===== src/rtl/apn_pkg.sv =====
// Shared types, constants and rounding helpers for the allpass peak/notch filter.
// No dependencies; used by apn_dp and allpass_peak_notch_filter_core.
package apn_pkg;

  localparam int SampleW  = 24;
  localparam int StateW   = SampleW + 4;
  localparam int CoefW    = 24;
  localparam int CoefFrac = 22;
  localparam int GainFrac = 20;
  localparam int KW       = 26;
  localparam int MulAW    = 26;
  localparam int MulBW    = StateW + 1;
  localparam int ProdW    = MulAW + MulBW;
  localparam int AccW     = ProdW + 1;
  localparam int CfgIdxW  = 2;

  localparam logic [CfgIdxW-1:0] RegCoefCenter    = 2'd0;
  localparam logic [CfgIdxW-1:0] RegCoefBandwidth = 2'd1;
  localparam logic [CfgIdxW-1:0] RegMixGain       = 2'd2;

  typedef struct packed {
    logic signed [SampleW-1:0] sample_in;
    logic                      chan;
  } in_req_t;

  typedef struct packed {
    logic signed [SampleW-1:0] sample_out;
    logic                      chan_out;
  } out_req_t;

  typedef enum logic [2:0] {
    MUL_D_OMC,
    MUL_K_H1,
    MUL_C_H2,
    MUL_C_XH,
    MUL_G_DIFF
  } mul_sel_e;

  typedef enum logic [2:0] {
    ACC_HOLD,
    ACC_LOAD_X,
    ACC_SUB_P,
    ACC_ADD_P,
    ACC_LOAD_H2K
  } acc_op_e;

  typedef struct packed {
    logic     mul_en;
    mul_sel_e mul_sel;
    acc_op_e  acc_op;
    logic     k_we;
    logic     kh1_we;
    logic     xh_we;
    logic     y1_we;
    logic     diff_we;
  } dp_ctrl_t;

  // round half up by CoefFrac bits, saturate to the state width
  function automatic logic signed [StateW-1:0] round_sat_state(
      input logic signed [AccW-1:0] v);
    logic [AccW-1:0]          t;
    logic [AccW-CoefFrac-1:0] s;
    logic [StateW-1:0]        r;
    t = v + (AccW'(1) << (CoefFrac - 1));
    s = t[AccW-1:CoefFrac];
    if ((&s[AccW-CoefFrac-1:StateW-1]) || !(|s[AccW-CoefFrac-1:StateW-1])) begin
      r = s[StateW-1:0];
    end else if (s[AccW-CoefFrac-1]) begin
      r = {1'b1, {(StateW-1){1'b0}}};
    end else begin
      r = {1'b0, {(StateW-1){1'b1}}};
    end
    return r;
  endfunction

  // round half up by GainFrac bits, saturate to the sample width
  function automatic logic signed [SampleW-1:0] round_sat_out(
      input logic signed [AccW-1:0] v);
    logic [AccW-1:0]          t;
    logic [AccW-GainFrac-1:0] s;
    logic [SampleW-1:0]       r;
    t = v + (AccW'(1) << (GainFrac - 1));
    s = t[AccW-1:GainFrac];
    if ((&s[AccW-GainFrac-1:SampleW-1]) || !(|s[AccW-GainFrac-1:SampleW-1])) begin
      r = s[SampleW-1:0];
    end else if (s[AccW-GainFrac-1]) begin
      r = {1'b1, {(SampleW-1){1'b0}}};
    end else begin
      r = {1'b0, {(SampleW-1){1'b1}}};
    end
    return r;
  endfunction

endpackage


===== src/rtl/allpass_peak_notch_filter_core.sv =====
// Top level of the allpass peak/notch equalizer: config registers, sequencer,
// per-channel state RAM and output register. Depends on apn_pkg, apn_ram, apn_dp.
//
// Second-order allpass peak/notch section for interleaved audio channels.
// An accepted sample is finished before the block is ready for the next one:
// the five products of the filter go one after another through a single
// shared 26x29 multiplier, each followed by its accumulate and round/saturate
// steps, and the channel state (two delay values) is read from and written
// back to one RAM entry per channel. The result sits in an output register,
// so a new sample is taken while the previous result still waits; the
// sequencer holds its last step only when that register is still full.
// Channel state resets to zero through per-entry valid bits, so there is no
// clearing pass. Coefficients are to be written by the user only while the
// block is idle; the block itself does not enforce it.
module allpass_peak_notch_filter_core #(
  parameter int NUM_CHANNELS = 2
) (
  input  logic                            clk_i,
  input  logic                            rst_ni,
  input  logic                            cfg_we_i,
  input  logic [apn_pkg::CfgIdxW-1:0]     cfg_index_i,
  input  logic [apn_pkg::CoefW-1:0]       cfg_wdata_i,
  input  logic                            in_valid_i,
  output logic                            in_ready_o,
  input  apn_pkg::in_req_t                in_req_i,
  output logic                            out_valid_o,
  input  logic                            out_ready_i,
  output apn_pkg::out_req_t               out_req_o
);

  localparam int AddrW = (NUM_CHANNELS > 1) ? $clog2(NUM_CHANNELS) : 1;
  localparam int StW   = apn_pkg::StateW;
  localparam int CW    = apn_pkg::CoefW;

  typedef enum logic [3:0] {
    ST_IDLE,
    ST_RD,
    ST_K,
    ST_KH1,
    ST_CH2,
    ST_XH,
    ST_XHS,
    ST_CXH,
    ST_Y1A,
    ST_Y1S,
    ST_DIFF,
    ST_G,
    ST_OUT
  } state_e;

  state_e                             state_q;
  logic [CW-1:0]                      coef_center_q;
  logic [CW-1:0]                      coef_bandwidth_q;
  logic [CW-1:0]                      mix_gain_q;
  logic                               out_valid_q;
  apn_pkg::out_req_t                  out_q;
  logic [NUM_CHANNELS-1:0]            valid_q;
  logic                               rd_valid_q;
  logic signed [apn_pkg::SampleW-1:0] x_q;
  logic                               chan_q;

  logic                               in_acc;
  logic                               out_free;
  logic                               wb;
  logic [AddrW-1:0]                   raddr;
  logic [AddrW-1:0]                   waddr;
  logic [2*StW-1:0]                   rdata;
  logic signed [StW-1:0]              h1;
  logic signed [StW-1:0]              h2;
  logic signed [StW-1:0]              xh;
  logic signed [apn_pkg::SampleW-1:0] y;
  apn_pkg::dp_ctrl_t                  ctrl;

  assign in_ready_o = (state_q == ST_IDLE);
  assign in_acc     = in_valid_i && in_ready_o;
  assign out_free   = !out_valid_q || out_ready_i;
  assign wb         = (state_q == ST_OUT) && out_free;

  // chan is one bit, so modulo the channel count only matters for one channel
  assign raddr = (NUM_CHANNELS > 1) ? AddrW'(in_req_i.chan) : '0;
  assign waddr = (NUM_CHANNELS > 1) ? AddrW'(chan_q) : '0;

  // never-written entries read as zero state
  assign h1 = rd_valid_q ? rdata[2*StW-1:StW] : '0;
  assign h2 = rd_valid_q ? rdata[StW-1:0] : '0;

  always_comb begin
    ctrl         = '0;
    ctrl.mul_sel = apn_pkg::MUL_D_OMC;
    ctrl.acc_op  = apn_pkg::ACC_HOLD;
    case (state_q)
      ST_RD:   ctrl.mul_en = 1'b1;
      ST_K:    ctrl.k_we = 1'b1;
      ST_KH1: begin
        ctrl.mul_en  = 1'b1;
        ctrl.mul_sel = apn_pkg::MUL_K_H1;
        ctrl.acc_op  = apn_pkg::ACC_LOAD_X;
      end
      ST_CH2: begin
        ctrl.mul_en  = 1'b1;
        ctrl.mul_sel = apn_pkg::MUL_C_H2;
        ctrl.acc_op  = apn_pkg::ACC_SUB_P;
        ctrl.kh1_we  = 1'b1;
      end
      ST_XH:   ctrl.acc_op = apn_pkg::ACC_ADD_P;
      ST_XHS:  ctrl.xh_we = 1'b1;
      ST_CXH: begin
        ctrl.mul_en  = 1'b1;
        ctrl.mul_sel = apn_pkg::MUL_C_XH;
        ctrl.acc_op  = apn_pkg::ACC_LOAD_H2K;
      end
      ST_Y1A:  ctrl.acc_op = apn_pkg::ACC_SUB_P;
      ST_Y1S:  ctrl.y1_we = 1'b1;
      ST_DIFF: ctrl.diff_we = 1'b1;
      ST_G: begin
        ctrl.mul_en  = 1'b1;
        ctrl.mul_sel = apn_pkg::MUL_G_DIFF;
      end
      default: ctrl = ctrl;
    endcase
  end

  always_ff @(posedge clk_i or negedge rst_ni) begin
    if (!rst_ni) begin
      state_q          <= ST_IDLE;
      coef_center_q    <= '0;
      coef_bandwidth_q <= '0;
      mix_gain_q       <= '0;
      out_valid_q      <= 1'b0;
      valid_q          <= '0;
      rd_valid_q       <= 1'b0;
    end else begin
      if (cfg_we_i) begin
        case (cfg_index_i)
          apn_pkg::RegCoefCenter:    coef_center_q    <= cfg_wdata_i;
          apn_pkg::RegCoefBandwidth: coef_bandwidth_q <= cfg_wdata_i;
          apn_pkg::RegMixGain:       mix_gain_q       <= cfg_wdata_i;
          default:                   coef_center_q    <= coef_center_q;
        endcase
      end
      if (wb) begin
        out_valid_q <= 1'b1;
      end else if (out_valid_q && out_ready_i) begin
        out_valid_q <= 1'b0;
      end
      if (in_acc) begin
        rd_valid_q <= valid_q[raddr];
      end
      case (state_q)
        ST_IDLE: if (in_acc) state_q <= ST_RD;
        ST_RD:   state_q <= ST_K;
        ST_K:    state_q <= ST_KH1;
        ST_KH1:  state_q <= ST_CH2;
        ST_CH2:  state_q <= ST_XH;
        ST_XH:   state_q <= ST_XHS;
        ST_XHS:  state_q <= ST_CXH;
        ST_CXH:  state_q <= ST_Y1A;
        ST_Y1A:  state_q <= ST_Y1S;
        ST_Y1S:  state_q <= ST_DIFF;
        ST_DIFF: state_q <= ST_G;
        ST_G:    state_q <= ST_OUT;
        ST_OUT: begin
          if (out_free) begin
            valid_q[waddr] <= 1'b1;
            state_q        <= ST_IDLE;
          end
        end
        default: state_q <= ST_IDLE;
      endcase
    end
  end

  always_ff @(posedge clk_i) begin
    if (in_acc) begin
      x_q    <= in_req_i.sample_in;
      chan_q <= in_req_i.chan;
    end
    if (wb) begin
      out_q.sample_out <= y;
      out_q.chan_out   <= chan_q;
    end
  end

  // write-back lands before the next read can be issued, so no forwarding
  apn_ram #(
    .Width (2 * StW),
    .Depth (NUM_CHANNELS)
  ) u_state_ram (
    .clk_i   (clk_i),
    .we_i    (wb),
    .waddr_i (waddr),
    .wdata_i ({xh, h1}),
    .re_i    (in_acc),
    .raddr_i (raddr),
    .rdata_o (rdata)
  );

  apn_dp u_dp (
    .clk_i    (clk_i),
    .ctrl_i   (ctrl),
    .x_i      (x_q),
    .coef_d_i (coef_center_q),
    .coef_c_i (coef_bandwidth_q),
    .gain_i   (mix_gain_q),
    .h1_i     (h1),
    .h2_i     (h2),
    .xh_o     (xh),
    .y_o      (y)
  );

  assign out_valid_o = out_valid_q;
  assign out_req_o   = out_q;

endmodule


===== src/rtl/apn_ram.sv =====
// Generic single-port-write, single-port-read RAM with registered read data.
// No dependencies.
module apn_ram #(
  parameter int Width = 8,
  parameter int Depth = 2,
  localparam int AddrW = (Depth > 1) ? $clog2(Depth) : 1
) (
  input  logic             clk_i,
  input  logic             we_i,
  input  logic [AddrW-1:0] waddr_i,
  input  logic [Width-1:0] wdata_i,
  input  logic             re_i,
  input  logic [AddrW-1:0] raddr_i,
  output logic [Width-1:0] rdata_o
);

  logic [Width-1:0] mem_q [Depth];
  logic [Width-1:0] rdata_q;

  always_ff @(posedge clk_i) begin
    if (we_i) begin
      mem_q[waddr_i] <= wdata_i;
    end
    if (re_i) begin
      rdata_q <= mem_q[raddr_i];
    end
  end

  assign rdata_o = rdata_q;

endmodule


===== src/rtl/apn_dp.sv =====
// Filter datapath: one shared signed multiplier, accumulator, rounding/saturation.
// Depends on apn_pkg; sequenced by the control struct from the core FSM.
module apn_dp (
  input  logic                               clk_i,
  input  apn_pkg::dp_ctrl_t                  ctrl_i,
  input  logic signed [apn_pkg::SampleW-1:0] x_i,
  input  logic signed [apn_pkg::CoefW-1:0]   coef_d_i,
  input  logic signed [apn_pkg::CoefW-1:0]   coef_c_i,
  input  logic signed [apn_pkg::CoefW-1:0]   gain_i,
  input  logic signed [apn_pkg::StateW-1:0]  h1_i,
  input  logic signed [apn_pkg::StateW-1:0]  h2_i,
  output logic signed [apn_pkg::StateW-1:0]  xh_o,
  output logic signed [apn_pkg::SampleW-1:0] y_o
);

  localparam int AccW  = apn_pkg::AccW;
  localparam int ProdW = apn_pkg::ProdW;
  localparam int KW    = apn_pkg::KW;
  localparam int SW    = apn_pkg::SampleW;
  localparam int StW   = apn_pkg::StateW;
  localparam int CW    = apn_pkg::CoefW;
  localparam int CF    = apn_pkg::CoefFrac;
  localparam int GF    = apn_pkg::GainFrac;

  logic signed [ProdW-1:0]           prod_q, prod_d;
  logic signed [AccW-1:0]            acc_q, acc_d;
  logic signed [KW-1:0]              k_q;
  logic signed [ProdW-1:0]           kh1_q;
  logic signed [StW-1:0]             xh_q;
  logic signed [StW-1:0]             y1_q;
  logic signed [apn_pkg::MulBW-1:0]  diff_q;
  logic signed [apn_pkg::MulAW-1:0]  mul_a;
  logic signed [apn_pkg::MulBW-1:0]  mul_b;
  logic signed [KW-1:0]              omc;
  logic [ProdW-1:0]                  k_rnd;
  logic signed [AccW-1:0]            prod_ext;
  logic signed [AccW-1:0]            y_acc;

  // 1 - c is exact in 26 bits
  assign omc = (KW'(1) << CF) - {{(KW-CW){coef_c_i[CW-1]}}, coef_c_i};

  always_comb begin
    case (ctrl_i.mul_sel)
      apn_pkg::MUL_D_OMC: begin
        mul_a = {{(KW-CW){coef_d_i[CW-1]}}, coef_d_i};
        mul_b = {{(apn_pkg::MulBW-KW){omc[KW-1]}}, omc};
      end
      apn_pkg::MUL_K_H1: begin
        mul_a = k_q;
        mul_b = {h1_i[StW-1], h1_i};
      end
      apn_pkg::MUL_C_H2: begin
        mul_a = {{(KW-CW){coef_c_i[CW-1]}}, coef_c_i};
        mul_b = {h2_i[StW-1], h2_i};
      end
      apn_pkg::MUL_C_XH: begin
        mul_a = {{(KW-CW){coef_c_i[CW-1]}}, coef_c_i};
        mul_b = {xh_q[StW-1], xh_q};
      end
      apn_pkg::MUL_G_DIFF: begin
        mul_a = {{(KW-CW){gain_i[CW-1]}}, gain_i};
        mul_b = diff_q;
      end
      default: begin
        mul_a = '0;
        mul_b = '0;
      end
    endcase
  end

  assign prod_d   = mul_a * mul_b;
  assign prod_ext = {prod_q[ProdW-1], prod_q};

  always_comb begin
    case (ctrl_i.acc_op)
      apn_pkg::ACC_LOAD_X:   acc_d = {{(AccW-SW-CF){x_i[SW-1]}}, x_i, {CF{1'b0}}};
      apn_pkg::ACC_SUB_P:    acc_d = acc_q - prod_ext;
      apn_pkg::ACC_ADD_P:    acc_d = acc_q + prod_ext;
      apn_pkg::ACC_LOAD_H2K: acc_d = {{(AccW-StW-CF){h2_i[StW-1]}}, h2_i, {CF{1'b0}}}
                                     + {kh1_q[ProdW-1], kh1_q};
      apn_pkg::ACC_HOLD:     acc_d = acc_q;
      default:               acc_d = acc_q;
    endcase
  end

  // k = d*(1-c) rounded to Q.22, fits in 26 bits
  assign k_rnd = prod_q + (ProdW'(1) << (CF - 1));

  always_ff @(posedge clk_i) begin
    if (ctrl_i.mul_en) begin
      prod_q <= prod_d;
    end
    acc_q <= acc_d;
    if (ctrl_i.k_we) begin
      k_q <= k_rnd[CF+KW-1:CF];
    end
    if (ctrl_i.kh1_we) begin
      kh1_q <= prod_q;
    end
    if (ctrl_i.xh_we) begin
      xh_q <= apn_pkg::round_sat_state(acc_q);
    end
    if (ctrl_i.y1_we) begin
      y1_q <= apn_pkg::round_sat_state(acc_q);
    end
    if (ctrl_i.diff_we) begin
      diff_q <= {x_i[SW-1], {(StW-SW){x_i[SW-1]}}, x_i} - {y1_q[StW-1], y1_q};
    end
  end

  // y = x + round(g*(x - y1)); x is aligned to the product's fraction first
  assign y_acc = prod_ext + {{(AccW-SW-GF){x_i[SW-1]}}, x_i, {GF{1'b0}}};
  assign y_o   = apn_pkg::round_sat_out(y_acc);
  assign xh_o  = xh_q;

endmodule

===== config.mk =====
export PLATFORM = sky130hd
export DESIGN_NAME = allpass_peak_notch_filter_core
export DESIGN_NICKNAME = d
export VERILOG_FILES = /design/src/rtl/apn_pkg.sv /design/src/rtl/allpass_peak_notch_filter_core.sv /design/src/rtl/apn_ram.sv /design/src/rtl/apn_dp.sv
export SDC_FILE = /design/constraint.sdc
export NUM_CORES = 2
export LEC_CHECK = 0
export BUFFER_PORTS_ARGS = -buffer_cell sky130_fd_sc_hd__clkbuf_2
export CAP_MARGIN = 20
export CELL_PAD_IN_SITES_DETAIL_PLACEMENT = 1
export CELL_PAD_IN_SITES_GLOBAL_PLACEMENT = 1
export CORE_MARGIN = 8
export CORE_UTILIZATION = 47
export CTS_CLUSTER_SIZE = 25
export DETAILED_ROUTE_END_ITERATION = 10
export PLACE_DENSITY_LB_ADDON = 0.1
export REMOVE_ABC_BUFFERS = 1
export SLEW_MARGIN = 15
export SYNTH_ARGS = -nofsm -noshare
export SYNTH_HDL_FRONTEND = slang
export SYNTH_SLANG_ARGS = --single-unit

===== constraint.sdc =====
create_clock -name clk_i -period 10 [get_ports clk_i]
set_input_delay 2 -clock clk_i [delete_from_list [all_inputs] [get_ports clk_i]]
set_output_delay 2 -clock clk_i [all_outputs]
set_load 0.01 [all_outputs]

---- Yosys cells after proc, flatten, opt, wreduce, memory -nomap -nowiden ----
Memories as Yosys holds them, arrays and structs flattened. A register that Yosys moved wholly into a read port is not among the register bits.
Index checks and enable logic that the tools add are counted.
Widths: inputs -> output; s select.
storage, ports and cells
  register bits after elaboration ......... 407
  bits in writable memories ............... 112
  bits of input ports ..................... 56
  logic and storage cells ................. 112
  memories ................................ 1
memory list
  name               depth  bits a word  read ports  clocked after memory_dff  wr ports  RTL line       text
  u_state_ram.mem_q  2      56           1           1                         1         apn_ram.sv:17  logic [Width-1:0] mem_q [Depth];
operators by class
  $add $sub $neg .......................... 9
  multiply operators ...................... 1
  order comparisons ....................... 3
  equality and inequality tests ........... 24
  muxes and demuxes ....................... 28
  bitwise logic cells ..................... 1
  reduce and logical (&&, ||, !) cells .... 27
operators by type and width
  kind                    number
  $pmux 56 s4             1
  $pmux 29 s5             1
  $mux 28                 4
  $pmux 26 s4             1
  $add 50x55->56          1
  $add 55x44->56          1
  $add 56x21->56 const B  1
  $add 56x23->56 const B  1
  $add 56x55->56          1
  $sub 56x55->56          1
  $mul 26x29->55          1
  $pmux 4 s13             1
  $add 48x23->48 const B  1
  $mux 24                 2
  $sub 24x28->29          1
  $sub 24x24->25 const A  1
  $pmux 3 s4              2
  $eq 4x4->1 const B      5
  $eq 4x3->1 const B      4
  $mux 1                  13
  $reduce_and 13->1       1
  $reduce_or 13->1        1
  $eq 3x2->1 const B      4
  $reduce_and 2->1        5
  other kinds (25)        38

---- Depth between registers and ports, before layout ----
  depth in word-level cells ............... 6
  gate-level depth with buffers ........... 39
  gate-level depth less buffers ........... 38

---- Modules after synthesis ----
Synthesis repeated with hierarchy kept, for this count alone.
unflattened totals
  cell total of the unflattened synthesis .. 5,881
  area total of the unflattened synthesis .. 58,830.2 µm²
modules (own cells, without submodules)
  module                          instances  cells each  area each (µm²)  seq. area each (µm²)
  apn_dp                          1          5,325       47,853.4         8,318.0
  apn_ram                         1          232         5,899.4          5,044.8
  allpass_peak_notch_filter_core  1          324         5,077.4          3,503.4

---- Worst setup path after synthesis ----
OpenSTA, ideal clock, no wires.
  kind .................................... register -> register
  start ................................... register state_q[3]
  end ..................................... register u_dp.prod_q[54] (data pin)
  setup time .............................. 0.265 ns
  data arrival time ....................... 10.028 ns
  required time ........................... 9.735 ns
  slack ................................... -0.293 ns
  stages on the path, launching flop included .. 33
  period minus slack after synthesis ...... 10.293 ns
  cells stage by stage .................... dfrtp_1 -> nand2b_1 -> nor3_1 -> clkbuf_1 -> clkbuf_1 -> nand2_1 -> o2111ai_1 -> clkbuf_1 -> nand2_1 -> fa_1 -> inv_1 -> fa_1 -> inv_1 -> fa_1 -> fa_1 -> inv_1 -> fa_1 -> fa_1 -> inv_1 -> fa_1 -> inv_1 -> ha_1 -> a21o_1 -> a21o_1 -> a21oi_1 -> a21oi_1 -> a41o_1 -> a21bo_2 -> o41ai_4 -> o31ai_1 -> or3_4 -> a2111oi_2 -> nor3_1
on the way
  cells in the longest elaborated chain, start to end .. 6
RTL lines
  item                                RTL line                               text
  from (decl)                         allpass_peak_notch_filter_core.sv:51   state_e state_q;
  from (signal assigned)              allpass_peak_notch_filter_core.sv:125  state_q <= ST_IDLE;
  from (signal assigned)              allpass_peak_notch_filter_core.sv:150  ST_IDLE: if (in_acc) state_q <= ST_RD;
  from (signal assigned)              allpass_peak_notch_filter_core.sv:151  ST_RD: state_q <= ST_K;
  $eq 4x4->1 (tied with other cells)  allpass_peak_notch_filter_core.sv:91   case (state_q)
  $pmux 3 s4 (*)                      allpass_peak_notch_filter_core.sv:91
  $eq 3x2->1                          apn_dp.sv:43                           case (ctrl_i.mul_sel)
  $reduce_or 2->1 (no line)           --
  $pmux 26 s4                         apn_dp.sv:43
  $mul 26x29->55 (*)                  apn_dp.sv:71                           assign prod_d = mul_a * mul_b;
  via u_dp.prod_d[54]                 apn_dp.sv:25                           logic signed [ProdW-1:0] prod_q, prod_d;
  to (signal assigned)                apn_dp.sv:91                           prod_q <= prod_d;
  to (decl)                           apn_dp.sv:25
Mark *: on every way through the listed nets, which the timed path passes. The rest lies on a longest branch.
A chain may end at the register's enable or synchronous reset.

---- Worst setup path in the final report ----
  start ................................... register coef_bandwidth_q[0]
  end ..................................... register u_dp.prod_q[54] (data pin)
on the way
  cells in the longest elaborated chain, start to end .. 3
RTL lines
  item                    RTL line                               text
  from (decl)             allpass_peak_notch_filter_core.sv:53   logic [CW-1:0] coef_bandwidth_q;
  from (signal assigned)  allpass_peak_notch_filter_core.sv:136  apn_pkg::RegCoefBandwidth: coef_bandwidth_q <= cfg_wdata_i;
  $sub 24x24->25          apn_dp.sv:40                           assign omc = (KW'(1) << CF) - {{(KW-CW){coef_c_i[CW-1]}}, coef_c_i};
  $pmux 29 s5             apn_dp.sv:43
  $mul 26x29->55 (*)      apn_dp.sv:71
  via u_dp.prod_d[54]     apn_dp.sv:25
Marked as above.

==> results.cfg <==
[synth]
synth.area.top_cells = fa_1, edfxtp_1, ha_1
ys_seq_area_share_pct = 28.9
syn_area_um2 = 58400
synthDominantCellAreaShare_pct = 26.9
ys_types = 90
yosys_register_bits = 575
ys.flop_type = edfxtp_1
synthArstFlopShare_pct = 13.9
syn_inst = 5828
ys_warn_count = 0
synth_edf_count = 495
syn_avg_cell_area_um2 = 10.0
yosys.area.top_type = fa_1

[floorplan]
die_h_um = 369
rows = 129
die_area_um2 = 136000
core-area_um2 = 123000
initial_core_util_pct = 47.3
pin_count = 83
die_w_um = 369

[worst_hold_path]
worstHoldPathType = reg -> reg
hold_end = valid_q[1]$_DFFE_PN0P_
hold_depth = 1
worstHoldStart = valid_q[1]$_DFFE_PN0P_

[setup_path]
crit_buf_inv = 9
slowest_delay_ns = 0.56
path_delay_family = adder cells
startpoint = coef_bandwidth_q[0]$_DFFE_PN0P_
path_class = reg -> reg
startpoint_type = register
regToRegSetupSlack_ns = 0.23
crit_path_frequent_cell = fa_1
slowest_stage = fa_1
cp-end-kind = register
crit_required_ns = 10.39
critPathMaxFanout = 15
ff2ff_path_depth = 37
reg2reg_from = coef_bandwidth_q[0]$_DFFE_PN0P_
crit_arrival_ns = 10.16
r2r-end = u_dp.prod_q[54]$_DFFE_PP_

[routing]
avgRoutedWirePerCell_um = 26.0
drtIter0Drc = 3285
dr.pass1.iters = 8
dr_total_vias = 43900
ant_nets = 0
drc = 0
via_per_inst = 5.74
wl_mm = 199

[timing]
skew_ns = 0.0200
fin_setup_tns_ns = 0
max_freq_ghz = 0.102
setup_viol = 0
hold_viol = 0
slew-limit-headroom_pct = 23.1
post-route-min-period_ns = 9.77
period_share_pct = 97.7
finalMaxSlewViolations = 0
worstMarginPinSlew_ns = 1.15

[final_layout]
filler_cell_count = 13700
nets = 7101
postLayoutCellArea_um2 = 64000
layout_commonest_cell = inv_1
ff_latch_area_um2 = 16900
multi_input_area_um2 = 37200
syn_to_final_growth_pct = 9.57
final_layout_size_suffix_gt1_share_pct = 10.1
layout_common_cells = inv_1, fa_1, nand2_1, edfxtp_1, nor2_1

[cts]
clk_path_buf_depth = 3
cts-buffers-inserted = 59
cts_tree = built
ctsHoldBuffers = 0
root_buffer = clkbuf_16
clk_pin_slew_ns = 0.07
ctsHtreeMaxLevel = 2
cts_sinks = 575
clk_latency_ns = 0.66

[global_route]
grt_pass1_wl_mm = 299
grt_pass1_vias = 47300
track_usage_pct = 28.9
gr-total-overflow = 0
grt_start_max_net_pins = 63
grt_antenna_before_repair = 5

[run_status]
outcome = finished clean

[placement]
detailedPlacementHpwl_mm = 157
gp_congestion = 0.933
portBuffers = 82
place_area_um2 = 61700

[job]
drv_cap = 0
==> flip-flops by register name (all words and copies together), names as in the netlist, 25 cells and up <==
signal	cells
out_req_o	25
u_dp.acc_q	56
u_dp.diff_q	29
u_dp.k_q	26
u_dp.kh1_q	55
u_dp.prod_q	55
u_dp.xh_o	28
u_dp.y1_q	28
u_state_ram.mem_q	112
u_state_ram.rdata_o	56
==> worst max-delay path by stage <==
stage | endpoint | cells after the start
finish | u_dp.prod_q[54]$_DFFE_PP_ | 37
global route | u_dp.prod_q[54]$_DFFE_PP_ | 36
CTS | u_dp.prod_q[54]$_DFFE_PP_ | 36
detailed placement | u_dp.prod_q[54]$_DFFE_PP_ | 36
global placement | u_dp.prod_q[54]$_DFFE_PP_ | 37
floorplan | u_dp.prod_q[54]$_DFFE_PP_ | 27
==> repair_timing <==
action | 4_1_cts | 5_1_grt
buffers inserted | 0 | 20
endpoints found under the setup margin | 2 | 11
gates resized for setup | 6 | 34
cloned | 0 | 1
pin swaps | 0 | 10
==> cell usage after synthesis (116+ instances only) <==
| cell | instances |
|---|---|
| ha_1 | 308 |
| clkbuf_1 | 208 |
| nand2_1 | 677 |
| fa_1 | 786 |
| nor2_1 | 480 |
| mux2_2 | 128 |
| a21oi_1 | 253 |
| o21ai_0 | 145 |
| xor2_1 | 116 |
| xnor2_1 | 191 |
| inv_1 | 984 |
| edfxtp_1 | 495 |
==> cell families after synthesis <==
kind of cell	count (synthesis)	share of synthesized area, %
AOI/OAI and AO/OA	883	10.1
xor gates and xnor gates	307	4.60
adders and majority gates	1094	33.5
buffers and inverters	1217	7.88
DFF	575	28.9
muxes	136	2.61
and+or+nand+nor	1616	12.4
==> per-stage QoR <==
| step | instances | hold slack [ns] | util [%] | setup WS, ns |
|---|---|---|---|---|
| 2_1_floorplan | 5595 | 0.439 | - | -8.49 |
| 3_3_place_gp | 7506 | 0.451 | 50.0 | 0.128 |
| 3_5_place_dp | 7506 | 0.459 | 50.0 | -0.135 |
| 4_1_cts | 7618 | 0.475 | 51.6 | 0.00669 |
| 5_1_grt | 7639 | 0.495 | 51.8 | -0.104 |
| 6_report | 7646 | 0.474 | 51.8 | 0.234 |
==> metal layers <==
metal	part of all wire, %	vias to the layer above	global-route usage [%]	wire, µm
met1	42	22900	38.3	82600
met2	48	1320	48.6	96200
met3	6.0	363	3.86	11900
met4	4.1	4	10.5	8100
met5	0.014	-	0	27
li1	-	19300	-	-
==> final cells by class <==
cell class              count  share of cell area [%]
inverters                 984                    5.78
clock inverters            35                   0.616
flip-flops and latches    575                    26.4
repair buffers            295                    3.44
multi-input cells        4036                    58.1
well taps                1637                    3.20
clock buffers              77                    2.49
diodes                      7                  0.0274
Power is not shown: default switching activity piles up to over one toggle a cycle in this logic, so the estimate is an artifact.
